--- config.mk ---
export PLATFORM = sky130hd
export DESIGN_NAME = lfu_hash_cache
export DESIGN_NICKNAME = d
export VERILOG_FILES = /design/src/sv/lhc_pkg.sv /design/src/sv/lfu_hash_cache.sv /design/src/sv/lhc_ram.sv /design/src/sv/lhc_unit.sv
export SDC_FILE = /design/constraint.sdc
export NUM_CORES = 2
export LEC_CHECK = 0
export CAP_MARGIN = 20
export CORE_MARGIN = 3
export CORE_UTILIZATION = 50
export CTS_CLUSTER_SIZE = 28
export DETAILED_ROUTE_END_ITERATION = 7
export DONT_BUFFER_PORTS = 1
export GPL_ROUTABILITY_DRIVEN = 0
export HOLD_SLACK_MARGIN = 0.03
export SETUP_SLACK_MARGIN = 0.05
export SLEW_MARGIN = 20
export SYNTH_ARGS = -nofsm -noshare
export SYNTH_HDL_FRONTEND = slang
export SYNTH_SLANG_ARGS = --single-unit
--- constraint.sdc ---
create_clock -name i_clk -period 8.9 [get_ports i_clk]
set_clock_uncertainty 0.2 [all_clocks]
set_input_delay 1.78 -clock i_clk [delete_from_list [all_inputs] [get_ports i_clk]]
set_output_delay 1.78 -clock i_clk [all_outputs]
set_load 0.03 [all_outputs]
--- src/sv/lhc_pkg.sv ---
// Shared types, codes and constants for the LFU hash cache.
`timescale 1ns / 1ps

package lhc_pkg;

    localparam int SLOTS_DEF = 16;
    localparam int KEY_W     = 64;
    localparam int VAL_W     = 32;
    localparam int CNT_W     = 16;
    localparam int SUM_W     = 11;
    localparam int UNIT_W    = 64;

    localparam logic [CNT_W-1:0] COUNT_MAX = 16'hFFFF;

    localparam logic [1:0] REQ_PUT = 2'd0;
    localparam logic [1:0] REQ_GET = 2'd1;
    localparam logic [1:0] REQ_HAS = 2'd2;

    typedef enum logic [1:0] {
        OP_MOD = 2'd0,
        OP_EQ  = 2'd1,
        OP_LT  = 2'd2,
        OP_INC = 2'd3
    } t_op;

    typedef struct packed {
        t_op               op;
        logic [UNIT_W-1:0] a;
        logic [UNIT_W-1:0] b;
    } t_unit_req;

    typedef struct packed {
        logic [UNIT_W-1:0] res;
        logic              flag;
    } t_unit_rsp;

    typedef struct packed {
        logic [1:0]              req_type;
        logic [KEY_W-1:0]        key;
        logic signed [VAL_W-1:0] store_value;
    } t_in_item;

    typedef struct packed {
        logic                    found;
        logic signed [VAL_W-1:0] read_value;
    } t_out_item;

endpackage

--- src/sv/lfu_hash_cache.sv ---
// Top level: LFU hash cache sequencer with key, data and use-count RAMs.
// Get/test: hash, fold, then probe read/check per slot from the hash slot, then reply.
// Put: hash, fold, a probe read per slot, an evict scan of all slots if needed, then write.
// One transaction at a time: the next is accepted once the last has returned to S_IDLE;
//   a reply held off by i_out_stall keeps the sequencer waiting in S_REPLY.
// Reset: synchronous active low, clears control and slot-occupied bits.
`timescale 1ns / 1ps

module lfu_hash_cache #(
    parameter int SLOTS = lhc_pkg::SLOTS_DEF
) (
    input  logic              i_clk,
    input  logic              i_rst_n,
    input  logic              i_in_valid,
    output logic              o_in_stall,
    input  lhc_pkg::t_in_item i_in_data,
    output logic              o_out_valid,
    input  logic              i_out_stall,
    output lhc_pkg::t_out_item o_out_data
);

    localparam int IDX_W  = $clog2(SLOTS);
    localparam int RCP_SH = lhc_pkg::SUM_W + IDX_W + 1;
    localparam int PROD_W = lhc_pkg::SUM_W + RCP_SH;
    localparam logic [RCP_SH-1:0] RCP = RCP_SH'(((1 << RCP_SH) + SLOTS - 1) / SLOTS);
    localparam logic [IDX_W-1:0] LAST = IDX_W'(SLOTS - 1);

    typedef enum logic [8:0] {
        S_IDLE      = 9'b0_0000_0001,
        S_HASH      = 9'b0_0000_0010,
        S_FOLD      = 9'b0_0000_0100,
        S_PROBE_RD  = 9'b0_0000_1000,
        S_PROBE_CHK = 9'b0_0001_0000,
        S_EVICT_RD  = 9'b0_0010_0000,
        S_EVICT_CHK = 9'b0_0100_0000,
        S_WRITE     = 9'b0_1000_0000,
        S_REPLY     = 9'b1_0000_0000
    } t_state;

    function automatic logic [lhc_pkg::KEY_W-1:0] canon_key(input logic [lhc_pkg::KEY_W-1:0] k);
        logic [lhc_pkg::KEY_W-1:0] r;
        logic                      alive;
        r     = '0;
        alive = 1'b1;
        for (int b = 0; b < 8; b++) begin
            alive = alive & (k[8*b +: 8] != 8'd0);
            if (alive) begin
                r[8*b +: 8] = k[8*b +: 8];
            end
        end
        return r;
    endfunction

    function automatic logic [lhc_pkg::SUM_W-1:0] byte_sum(input logic [lhc_pkg::KEY_W-1:0] k);
        logic [lhc_pkg::SUM_W-1:0] s;
        s = '0;
        for (int b = 0; b < 8; b++) begin
            s = s + lhc_pkg::SUM_W'(k[8*b +: 8]);
        end
        return s;
    endfunction

    t_state                          r_state, n_state;
    logic [SLOTS-1:0]                r_used, n_used;
    logic                            r_out_valid, n_out_valid;
    lhc_pkg::t_out_item              r_out, n_out;
    logic [1:0]                      r_req, n_req;
    logic [lhc_pkg::KEY_W-1:0]       r_key, n_key;
    logic [lhc_pkg::VAL_W-1:0]       r_val, n_val;
    logic [lhc_pkg::SUM_W-1:0]       r_sum, n_sum;
    logic [lhc_pkg::SUM_W-1:0]       r_quo, n_quo;
    logic [IDX_W-1:0]                r_idx, n_idx;
    logic [IDX_W-1:0]                r_slot, n_slot;
    logic [lhc_pkg::CNT_W-1:0]       r_best_cnt, n_best_cnt;
    logic                            r_found, n_found;
    logic [lhc_pkg::VAL_W-1:0]       r_data, n_data;
    logic [lhc_pkg::CNT_W-1:0]       r_cnt, n_cnt;

    lhc_pkg::t_unit_req              u_req;
    lhc_pkg::t_unit_rsp              u_rsp;

    logic [IDX_W-1:0]                mem_addr;
    logic                            tbl_we;
    logic                            cnt_we;
    logic [lhc_pkg::CNT_W-1:0]       cnt_wdata;
    logic [lhc_pkg::KEY_W-1:0]       q_key;
    logic [lhc_pkg::VAL_W-1:0]       q_data;
    logic [lhc_pkg::CNT_W-1:0]       q_cnt;
    logic [lhc_pkg::CNT_W-1:0]       cur_cnt;
    logic [lhc_pkg::KEY_W-1:0]       in_key;
    logic [PROD_W-1:0]               hash_prod;
    logic [lhc_pkg::SUM_W-1:0]       quo_prod;
    logic                            accept;
    logic                            out_load;

    lhc_unit u_unit (
        .i_req (u_req),
        .o_rsp (u_rsp)
    );

    lhc_ram #(.WIDTH(lhc_pkg::KEY_W), .DEPTH(SLOTS)) u_key_ram (
        .i_clk   (i_clk),
        .i_we    (tbl_we),
        .i_addr  (mem_addr),
        .i_wdata (r_key),
        .o_rdata (q_key)
    );

    lhc_ram #(.WIDTH(lhc_pkg::VAL_W), .DEPTH(SLOTS)) u_data_ram (
        .i_clk   (i_clk),
        .i_we    (tbl_we),
        .i_addr  (mem_addr),
        .i_wdata (r_val),
        .o_rdata (q_data)
    );

    lhc_ram #(.WIDTH(lhc_pkg::CNT_W), .DEPTH(SLOTS)) u_cnt_ram (
        .i_clk   (i_clk),
        .i_we    (cnt_we),
        .i_addr  (mem_addr),
        .i_wdata (cnt_wdata),
        .o_rdata (q_cnt)
    );

    assign accept    = i_in_valid && (r_state == S_IDLE);
    assign out_load  = !r_out_valid || !i_out_stall;
    assign in_key    = canon_key(i_in_data.key);
    assign cur_cnt   = r_used[r_idx] ? q_cnt : '0;
    assign hash_prod = PROD_W'(r_sum) * PROD_W'(RCP);
    assign quo_prod  = lhc_pkg::SUM_W'(r_quo * lhc_pkg::SUM_W'(SLOTS));

    always_comb begin
        n_state     = r_state;
        n_used      = r_used;
        n_out_valid = r_out_valid;
        n_out       = r_out;
        n_req       = r_req;
        n_key       = r_key;
        n_val       = r_val;
        n_sum       = r_sum;
        n_quo       = r_quo;
        n_idx       = r_idx;
        n_slot      = r_slot;
        n_best_cnt  = r_best_cnt;
        n_found     = r_found;
        n_data      = r_data;
        n_cnt       = r_cnt;
        mem_addr    = r_idx;
        tbl_we      = 1'b0;
        cnt_we      = 1'b0;
        cnt_wdata   = '0;
        u_req.op    = lhc_pkg::OP_EQ;
        u_req.a     = '0;
        u_req.b     = '0;

        if (r_out_valid && !i_out_stall) begin
            n_out_valid = 1'b0;
        end

        unique case (r_state)
            S_IDLE: begin
                if (accept) begin
                    n_req = i_in_data.req_type;
                    n_key = in_key;
                    n_val = i_in_data.store_value;
                    n_sum = byte_sum(in_key);
                    unique case (i_in_data.req_type) inside
                        lhc_pkg::REQ_PUT, lhc_pkg::REQ_GET, lhc_pkg::REQ_HAS: begin
                            n_state = S_HASH;
                        end
                        default: begin
                            n_state = S_IDLE;
                        end
                    endcase
                end
            end
            S_HASH: begin
                n_quo   = lhc_pkg::SUM_W'(hash_prod >> RCP_SH);
                n_state = S_FOLD;
            end
            S_FOLD: begin
                u_req.op = lhc_pkg::OP_MOD;
                u_req.a  = lhc_pkg::UNIT_W'(r_sum);
                u_req.b  = lhc_pkg::UNIT_W'(quo_prod);
                n_idx    = u_rsp.res[IDX_W-1:0];
                n_state  = S_PROBE_RD;
            end
            S_PROBE_RD: begin
                if (r_req == lhc_pkg::REQ_PUT) begin
                    if (!r_used[r_idx]) begin
                        n_slot  = r_idx;
                        n_state = S_WRITE;
                    end else if (r_idx == LAST) begin
                        n_idx   = '0;
                        n_state = S_EVICT_RD;
                    end else begin
                        n_idx = r_idx + IDX_W'(1);
                    end
                end else begin
                    n_state = S_PROBE_CHK;
                end
            end
            S_PROBE_CHK: begin
                u_req.op = lhc_pkg::OP_EQ;
                u_req.a  = q_key;
                u_req.b  = r_key;
                if (r_used[r_idx] && u_rsp.flag) begin
                    n_found = 1'b1;
                    n_data  = q_data;
                    n_cnt   = q_cnt;
                    n_slot  = r_idx;
                    n_state = S_REPLY;
                end else if (r_idx == LAST) begin
                    n_found = 1'b0;
                    n_state = S_REPLY;
                end else begin
                    n_idx   = r_idx + IDX_W'(1);
                    n_state = S_PROBE_RD;
                end
            end
            S_EVICT_RD: begin
                n_state = S_EVICT_CHK;
            end
            S_EVICT_CHK: begin
                u_req.op = lhc_pkg::OP_LT;
                u_req.a  = lhc_pkg::UNIT_W'(cur_cnt);
                u_req.b  = lhc_pkg::UNIT_W'(r_best_cnt);
                if ((r_idx == '0) || u_rsp.flag) begin
                    n_best_cnt = cur_cnt;
                    n_slot     = r_idx;
                end
                if (r_idx == LAST) begin
                    n_state = S_WRITE;
                end else begin
                    n_idx   = r_idx + IDX_W'(1);
                    n_state = S_EVICT_RD;
                end
            end
            S_WRITE: begin
                mem_addr       = r_slot;
                tbl_we         = 1'b1;
                cnt_we         = 1'b1;
                cnt_wdata      = '0;
                n_used[r_slot] = 1'b1;
                n_state        = S_IDLE;
            end
            S_REPLY: begin
                u_req.op = lhc_pkg::OP_INC;
                u_req.a  = lhc_pkg::UNIT_W'(r_cnt);
                mem_addr = r_slot;
                if (out_load) begin
                    n_out_valid      = 1'b1;
                    n_out.found      = r_found;
                    n_out.read_value = (r_found && (r_req == lhc_pkg::REQ_GET)) ? r_data : '1;
                    cnt_we           = r_found;
                    cnt_wdata        = u_rsp.res[lhc_pkg::CNT_W-1:0];
                    n_state          = S_IDLE;
                end
            end
        endcase
    end

    always_ff @(posedge i_clk) begin
        if (!i_rst_n) begin
            r_state     <= S_IDLE;
            r_used      <= '0;
            r_out_valid <= 1'b0;
        end else begin
            r_state     <= n_state;
            r_used      <= n_used;
            r_out_valid <= n_out_valid;
        end
    end

    always_ff @(posedge i_clk) begin
        r_out      <= n_out;
        r_req      <= n_req;
        r_key      <= n_key;
        r_val      <= n_val;
        r_sum      <= n_sum;
        r_quo      <= n_quo;
        r_idx      <= n_idx;
        r_slot     <= n_slot;
        r_best_cnt <= n_best_cnt;
        r_found    <= n_found;
        r_data     <= n_data;
        r_cnt      <= n_cnt;
    end

    assign o_in_stall  = (r_state != S_IDLE);
    assign o_out_valid = r_out_valid;
    assign o_out_data  = r_out;

    a_write_sets_used: assert property (@(posedge i_clk) disable iff (!i_rst_n)
        (r_state == S_WRITE) |=> r_used[$past(r_slot)])
        else $error("slot not marked used after write");

    a_idx_in_range: assert property (@(posedge i_clk) disable iff (!i_rst_n)
        ((r_state == S_PROBE_RD) || (r_state == S_PROBE_CHK) ||
         (r_state == S_EVICT_RD) || (r_state == S_EVICT_CHK)) |-> (r_idx <= LAST))
        else $error("probe index beyond last slot");

    a_fold_no_borrow: assert property (@(posedge i_clk) disable iff (!i_rst_n)
        (r_state == S_FOLD) |-> (quo_prod <= r_sum))
        else $error("hash quotient too large");

    a_put_no_reply: assert property (@(posedge i_clk) disable iff (!i_rst_n)
        (r_state == S_REPLY) |-> (r_req != lhc_pkg::REQ_PUT))
        else $error("put reached reply");

    a_reply_loads_output: assert property (@(posedge i_clk) disable iff (!i_rst_n)
        ((r_state == S_REPLY) && out_load) |=> (r_out_valid && (r_state == S_IDLE)))
        else $error("reply did not present a transaction");

endmodule

--- src/sv/lhc_ram.sv ---
// Generic single-port RAM with registered read.
`timescale 1ns / 1ps

module lhc_ram #(
    parameter int WIDTH = 32,
    parameter int DEPTH = 16
) (
    input  logic                     i_clk,
    input  logic                     i_we,
    input  logic [$clog2(DEPTH)-1:0] i_addr,
    input  logic [WIDTH-1:0]         i_wdata,
    output logic [WIDTH-1:0]         o_rdata
);

    logic [WIDTH-1:0] r_mem [DEPTH];
    logic [WIDTH-1:0] r_rdata;

    always_ff @(posedge i_clk) begin
        if (i_we) begin
            r_mem[i_addr] <= i_wdata;
        end
        r_rdata <= r_mem[i_addr];
    end

    assign o_rdata = r_rdata;

endmodule

--- src/sv/lhc_unit.sv ---
// Shared subtract/compare unit: modulo step, equality, less-than, saturating increment.
`timescale 1ns / 1ps

module lhc_unit (
    input  lhc_pkg::t_unit_req i_req,
    output lhc_pkg::t_unit_rsp o_rsp
);

    logic [lhc_pkg::UNIT_W:0] diff;

    assign diff = {1'b0, i_req.a} - {1'b0, i_req.b};

    always_comb begin
        o_rsp.res  = i_req.a;
        o_rsp.flag = 1'b0;
        unique case (i_req.op)
            lhc_pkg::OP_MOD: begin
                o_rsp.res = diff[lhc_pkg::UNIT_W] ? i_req.a : diff[lhc_pkg::UNIT_W-1:0];
            end
            lhc_pkg::OP_EQ: begin
                o_rsp.flag = (diff[lhc_pkg::UNIT_W-1:0] == '0);
            end
            lhc_pkg::OP_LT: begin
                o_rsp.flag = diff[lhc_pkg::UNIT_W];
            end
            lhc_pkg::OP_INC: begin
                o_rsp.res = (i_req.a == lhc_pkg::UNIT_W'(lhc_pkg::COUNT_MAX)) ? i_req.a
                          : i_req.a + lhc_pkg::UNIT_W'(1);
            end
        endcase
    end

endmodule

; Word-level counts from Yosys, hierarchy flattened
; Memory sizes are Yosys's and may differ from the RTL's. A register that Yosys moved wholly into a read port is not among the register bits.
; Cells that the tools add are included.
[totals]
rom_bits = 0
reg_bits = 248
word_cells = 156
latchBits = 0
ram_bits = 1792
out_inout_bits = 35
mem_count = 3
[memory_table]
columns = memory, depth, width, read_ports, rd_ports_with_merged_regs, write_ports, line_no
row1 = u_key_ram.r_mem, 16, 64, 1, 1, 1, lhc_ram.sv:15  ; logic [WIDTH-1:0] r_mem [DEPTH];
row2 = u_data_ram.r_mem, 16, 32, 1, 1, 1, lhc_ram.sv:15
row3 = u_cnt_ram.r_mem, 16, 16, 1, 1, 1, lhc_ram.sv:15
[classes]
n_bitwise = 8
n_addsub = 10
reduce_logical = 35
n_eq_ne = 27
muxes = 54
mul = 0
n_lt_le_gt_ge = 3
div_mod_pow = 0
shift = 0
[ops]
columns = op, count
row1 = $pmux W66 S4, 1
row2 = $pmux W64 S3, 1
row3 = $pmux W9 S9, 1
row4 = $mux W16, 5
row5 = $mux W8, 9
row6 = $sub A64 B64 Y65, 1
row7 = $eq A64 B16 Y1 const B, 1
row8 = $logic_not A64 Y1, 1
row9 = $reduce_bool A8 Y1, 8
row10 = $mux W9, 7
row11 = $add A11 B8 Y11, 4
row12 = $mux W4, 10
row13 = $pmux W16 S2, 1
row14 = $add A16 B1 Y16 const B, 1
row15 = $ne A2 B2 Y1 const B, 8
row16 = $or A16 B16 Y16, 1
row17 = $pmux W4 S4, 1
row18 = $mux W1, 12
row19 = $pmux W4 S3, 1
row20 = $add A10 B8 Y11, 1
row21 = $add A9 B8 Y10, 1
row22 = $lt A4 B5 Y1 const B, 2
row23 = $reduce_and A2 Y1, 5
row24 = $add A8 B8 Y9, 1
row25 = other kinds (34), 53

; Depth between registers and ports, before layout
[logic_depth]
word_depth = 10
depth_mapped = 25

; Cells and area by module
; Synthesis repeated with hierarchy kept, for this count alone.
[hier_totals]
hier_cells = 5017
hier_area_um2 = 88511.1
[by_module_without_submodules]
columns = mod, seq_area_each_um2, n_inst, area_each_um2, cells_each
row1 = lhc_ram at u_key_ram, 32030.7, 1, 39517.9, 1648
row2 = lhc_ram at u_data_ram, 16015.4, 1, 19862.8, 840
row3 = lfu_hash_cache, 7186.9, 1, 11873.9, 903
row4 = lhc_ram at u_cnt_ram, 8007.7, 1, 10023.4, 434
row5 = lhc_unit, 0.0, 1, 7233.2, 1192

; Worst setup path before layout
; Ideal clock, no wire load.
[synth_timing]
path_kind = flip-flop to flip-flop
startpoint = register r_state[0]
endpoint = memory u_data_ram.r_mem[12][0] (netlist: u_data_ram.r_mem[6][0]) (enable)
period_less_slack_ps = 7650
path_stages_with_launch = 12
setup_slack_ps = 1250
t_arrival_ps = 6898
cell_sequence = dfxtp_1 > or4_1 > nor4_2 > nand2_1 > nand2_1 > nor2_1 > a21oi_1 > clkbuf_1 > clkbuf_1 > clkbuf_1 > nand3_1 > nor2_1
[synth_between]
elab_chain_cells = 4
word_cells_on_any_way = 7
cone_classes = eq/ne (2) / mux (4) / reduce/logical (1)
[synth_lines]
columns = item, line_no
row1 = "start, declared", lfu_hash_cache.sv:63  ; t_state r_state, n_state;
row2 = "start signal, assigned", lfu_hash_cache.sv:269  ; r_state <= n_state;
row3 = $eq A9 B8 Y1, lfu_hash_cache.sv:160  ; unique case (r_state)
row4 = $mux W1, lfu_hash_cache.sv:160
row5 = $mux W1, lhc_ram.sv:19  ; if (i_we) begin
row6 = $mux W1 (implied by the code), lhc_ram.sv:20  ; r_mem[i_addr] <= i_wdata;
row7 = "end, declared", lhc_ram.sv:15
; Several ways; a longest one is shown, not always the timed one.

; Worst setup path in the final report
[layout_timing]
startpoint = register r_idx[0]
endpoint = register r_data[6] (netlist bit) (enable)
[layout_between]
elab_chain_cells = 9
[layout_lines]
columns = item, line_no
row1 = "start, declared", lfu_hash_cache.sv:72  ; logic [IDX_W-1:0] r_idx, n_idx;
row2 = "start signal, assigned", lfu_hash_cache.sv:282  ; r_idx <= n_idx;
row3 = $bmux W1 S4 (*), "lfu_hash_cache.sv:128, lfu_hash_cache.sv:207"
row4 = $mux W1 (implied by the code) (*), "lfu_hash_cache.sv:128, lfu_hash_cache.sv:207"
row5 = $mux W16, lfu_hash_cache.sv:128  ; assign cur_cnt = r_used[r_idx] ? q_cnt : '0;
row6 = $pmux W66 S4, lfu_hash_cache.sv:160
row7 = $sub A64 B64 Y65, lhc_unit.sv:11  ; assign diff = {1'b0, i_req.a} - {1'b0, i_req.b};
row8 = $logic_not A64 Y1, lhc_unit.sv:21  ; o_rsp.flag = (diff[lhc_pkg::UNIT_W-1:0] == '0);
row9 = $pmux W1 S2, lhc_unit.sv:16  ; unique case (i_req.op)
row10 = $logic_and A1 B1 Y1 (*), lfu_hash_cache.sv:207  ; if (r_used[r_idx] && u_rsp.flag) begin
row11 = $reduce_and A2 Y1 (no line) (*), -
row12 = "end signal, assigned", lfu_hash_cache.sv:286  ; r_data <= n_data;
row13 = "end, declared", lfu_hash_cache.sv:76  ; logic [lhc_pkg::VAL_W-1:0] r_data, n_data;
; Mark *: on every way between the ends. The rest lies on a longest branch, timed or not. The select of a mux whose other input is x is not followed.
; A chain may end at the register's enable or synchronous reset.

==> run metrics <==
Final nets 7244; clock root buffer clkbuf_16; Filler cells between 10000 and 15000; placed cells approximately 9100; Yosys reg bits 2152; wirelength, routed around 250 mm; critical path class reg2reg; Die Height about 430 um; CP startpoint kind flop; top_reg_cell synth edfxtp_1; syn_area_per_cell 12.5 um^2; H-tree depth 4; Pleak between 30 and 40 nW; sequential fraction of the synthesis area a little over two thirds; CP max stage cell a221oi_1; CTS clk-pin slew, worst paths about 0.06 ns; initial antenna violation count 9; Overflow after GRT 0; CTS Buf Count between 200 and 250; EDFF count, synth approximately 2000; 1st-pass router iterations 6; reg2reg end r_data[6]; Hold Buf Count CTS 0; Die Span X 429 um; CP endpoint r_data[6]; DRT antenna net count 0; critical path cell sequence mux4_1 -> mux4_2 -> and2_1 -> a21boi_1 -> inv_1 -> ha_1 -> a21oi_1 -> o21ai_0 -> o21ba_2 -> o21ai_1 -> a221oi_1 -> o2111ai_1 -> xnor2_1 -> o2111ai_1 -> nand4b_1 -> nor4_2 -> a41oi_2 -> nor3b_4 -> and2_4 -> buf_4; minimum hold slack 0.179 ns; xor/xnor share of the synthesized area less than 1%; synthesized cell area roughly 89000 um^2; Cells after Synth between 7000 and 8000; maximum buffer depth of the clock tree 3; die area 184000 um^2; CP required approximately 9.3 ns; vias in the first global route ~54000; most common cell after layout, fill and taps aside edfxtp_1; Area growth, synth to finish 11.2%; Hold Fails Final Rpt 0; Slew Viols, Final 0; fmax between 100 and 150 MHz; WP data arrival 8.76 ns; row count ~150; Worst Tran Pin Value 1.18 ns; Port Buffers 0; Worst VDD drop between 0.2 and 0.25 mV; CP max FO 29; slowest stage delay, CP 0.80 ns; TritonCTS clock tree yes; status complete, no violations; # Post-CTS Setup Buffers 0; vias per inst 6.09; Iteration-0 DRC Markers between 6000 and 7000; Critical Path Most Common Cell o2111ai_1; global-route wire length before repair between 300 and 400 mm; commonest non-fill, non-tap cells in the layout edfxtp_1, nand2_1, nand3_1; Final Setup Violations 0; clock latency on the worst-skew pair 0.87 ns; pwr/cell area around 210 nW/um^2; PostCTS Resize Cnt 0; Final Critical Period around 8.4 ns; pin count of the biggest net entering global routing roughly 170; Compound-Gate Fraction of Synth Area under 10%; Post-Synth Simple-Gate Area 16.0%; multiplexer share of the synthesized area less than 1%; Reg2Reg Setup Slack approximately 0.50 ns; total number of yosys warnings 0; Worst Setup SP r_idx[0]; share of post-route cells with drive strength above 1 7.72%; I/O pin count approximately 140; vias 58130; final std cells w/o fill between 9000 and 10000; max cap viols 0; Worst path depth 20; hold crit path type reg2reg; initial cell density of the core about half; largest family of logic cells by synthesized area simple AND/OR/NAND/NOR gates; slew margin rel. 20.9%; Worst Path Buf+Inv 2; Setup crit end kind flop; core area between 150000 and 200000 um^2; gr usage total about 27%; DRC Markers 0; adder-cell share of the synthesized area between 2 and 2.5%; Top Family by Delay on Critical Path compound AO/OA/AOI/OAI gates; setup TNS 0 ns; Synthesized Nets around 7400; Yosys cell types 96; R2R depth 20; async set-or-reset flop fraction in the synthesized netlist 0%; detailed placement HPWL about 140 mm; RSZ-0062 raised after global routing no; WL/cell about 26 um; RR Startpoint r_idx[0]; Final period util 94.4%; clk sinks ~2200
## metal layers
layer | GRT usage (%) | vias up | share of wire [%] | wire length, um
li1 | - | 26043 | - | -
met1 | 37.5 | 29329 | 42 | 105000
met2 | 43.3 | 2345 | 48 | 120000
met3 | 3.73 | 407 | 7.1 | 17900
met4 | 9.05 | 6 | 3.3 | 8440
met5 | 0 | - | 0.016 | 40
## layout make-up
type,count,area [um^2],area share (%)
Timing Repair Buffer,116,1340,1.35
Multi-Input combinational cell,4415,24200,24.4
Antenna cell,4,10.0,0.0101
Inverter,114,428,0.430
Tap cell,2340,2930,2.95
Clock inverter,88,951,0.957
Sequential cell,2152,63200,63.6
Clock buffer,313,6270,6.30
## flip-flops by register name, indices dropped and copies added (netlist names)
name and flops:
r_quo 7, u_data_ram.r_mem 512, o_out_data 33, r_best_cnt 16
r_val 32, r_slot 4, r_state 9, u_key_ram.o_rdata 64
u_data_ram.o_rdata 32, r_idx 4, o_out_valid 1, r_sum 11
u_key_ram.r_mem 1024, r_cnt 16, r_req 2, r_found 1
u_cnt_ram.r_mem 256, r_key 64, u_cnt_ram.o_rdata 16, r_data 32
r_used 16
## through the flow
step	util (%)	cell area, um^2	total power, mW	setup WS, ns
3_3_place_gp	52.0	92100	12.4	0.707
5_1_grt	56.2	99400	22.0	0.267
4_1_cts	56.2	99400	21.5	0.712
3_5_place_dp	52.1	92200	12.4	0.677
6_report	56.2	99400	21.3	0.496
2_1_floorplan	-	89400	12.1	1.25
## report_power, final
group	leakage [nW]	internal, mW	switching, mW	total [mW]
logic	12.3	0.339	0.515	0.854
registers	19.2	11.2	0.216	11.4
clock network	3.55	5.24	3.85	9.09
## worst register-to-register path: stages (launching register included)
cell	delay [ns]
edfxtp_1	0.60
mux4_1	0.62
mux4_2	0.67
and2_1	0.52
a21boi_1	0.55
inv_1	0.15
ha_1	0.38
a21oi_1	0.20
o21ai_0	0.16
o21ba_2	0.32
o21ai_1	0.15
a221oi_1	0.80
o2111ai_1	0.27
xnor2_1	0.21
o2111ai_1	0.16
nand4b_1	0.22
nor4_2	0.32
a41oi_2	0.32
nor3b_4	0.33
and2_4	0.65
buf_4	0.34
## cells by family (layout without fill, tap and decap cells)
family | Yosys count | after routing
xor+xnor | 47 | 47
flops | 2152 | 2152
mux | 17 | 17
simple gates | 3229 | 3229
compound gates | 992 | 992
buf+inv | 570 | 631
fa+ha+maj | 130 | 130
other cells | 0 | 4
## cells in the mapped netlist (13+ instances only)
library cell / instances / area (um^2)
or2_2: 36 / 225
nor3_1: 28 / 140
clkbuf_1: 391 / 1470
o21a_1: 24 / 180
a21oi_1: 234 / 1170
a311oi_1: 338 / 2960
a21o_1: 16 / 120
or3_1: 17 / 106
xor2_1: 20 / 175
buf_2: 35 / 175
buf_1: 25 / 93.8
and3_1: 234 / 1460
a211oi_1: 13 / 97.6
nand2_1: 2009 / 7540
nor2b_1: 25 / 156
xnor2_1: 27 / 236
dfxtp_1: 138 / 2760
nor4_1: 42 / 263
a31oi_1: 127 / 795
ha_1: 82 / 1030
nand3_1: 496 / 2480
nand4_1: 33 / 206
fa_1: 48 / 961
nand2b_1: 15 / 93.8
edfxtp_1: 2014 / 60500
nor2_1: 153 / 574
and2_1: 102 / 638
a222oi_1: 19 / 190
o21ai_0: 104 / 521
inv_1: 111 / 417
## worst min-delay path by stage
stage               cells after the start         end  slack, ns                    from
global placement                        0  r_data[30]       0.19  u_data_ram.o_rdata[30]
floorplan                               0   r_data[0]       0.19   u_data_ram.o_rdata[0]
finish                                  0  r_data[11]       0.18  u_data_ram.o_rdata[11]
global route                            0  r_data[11]       0.19  u_data_ram.o_rdata[11]
CTS                                     0  r_data[11]       0.18  u_data_ram.o_rdata[11]
detailed placement                      0   r_data[0]       0.19   u_data_ram.o_rdata[0]
Power figures use the tool's default switching activity.
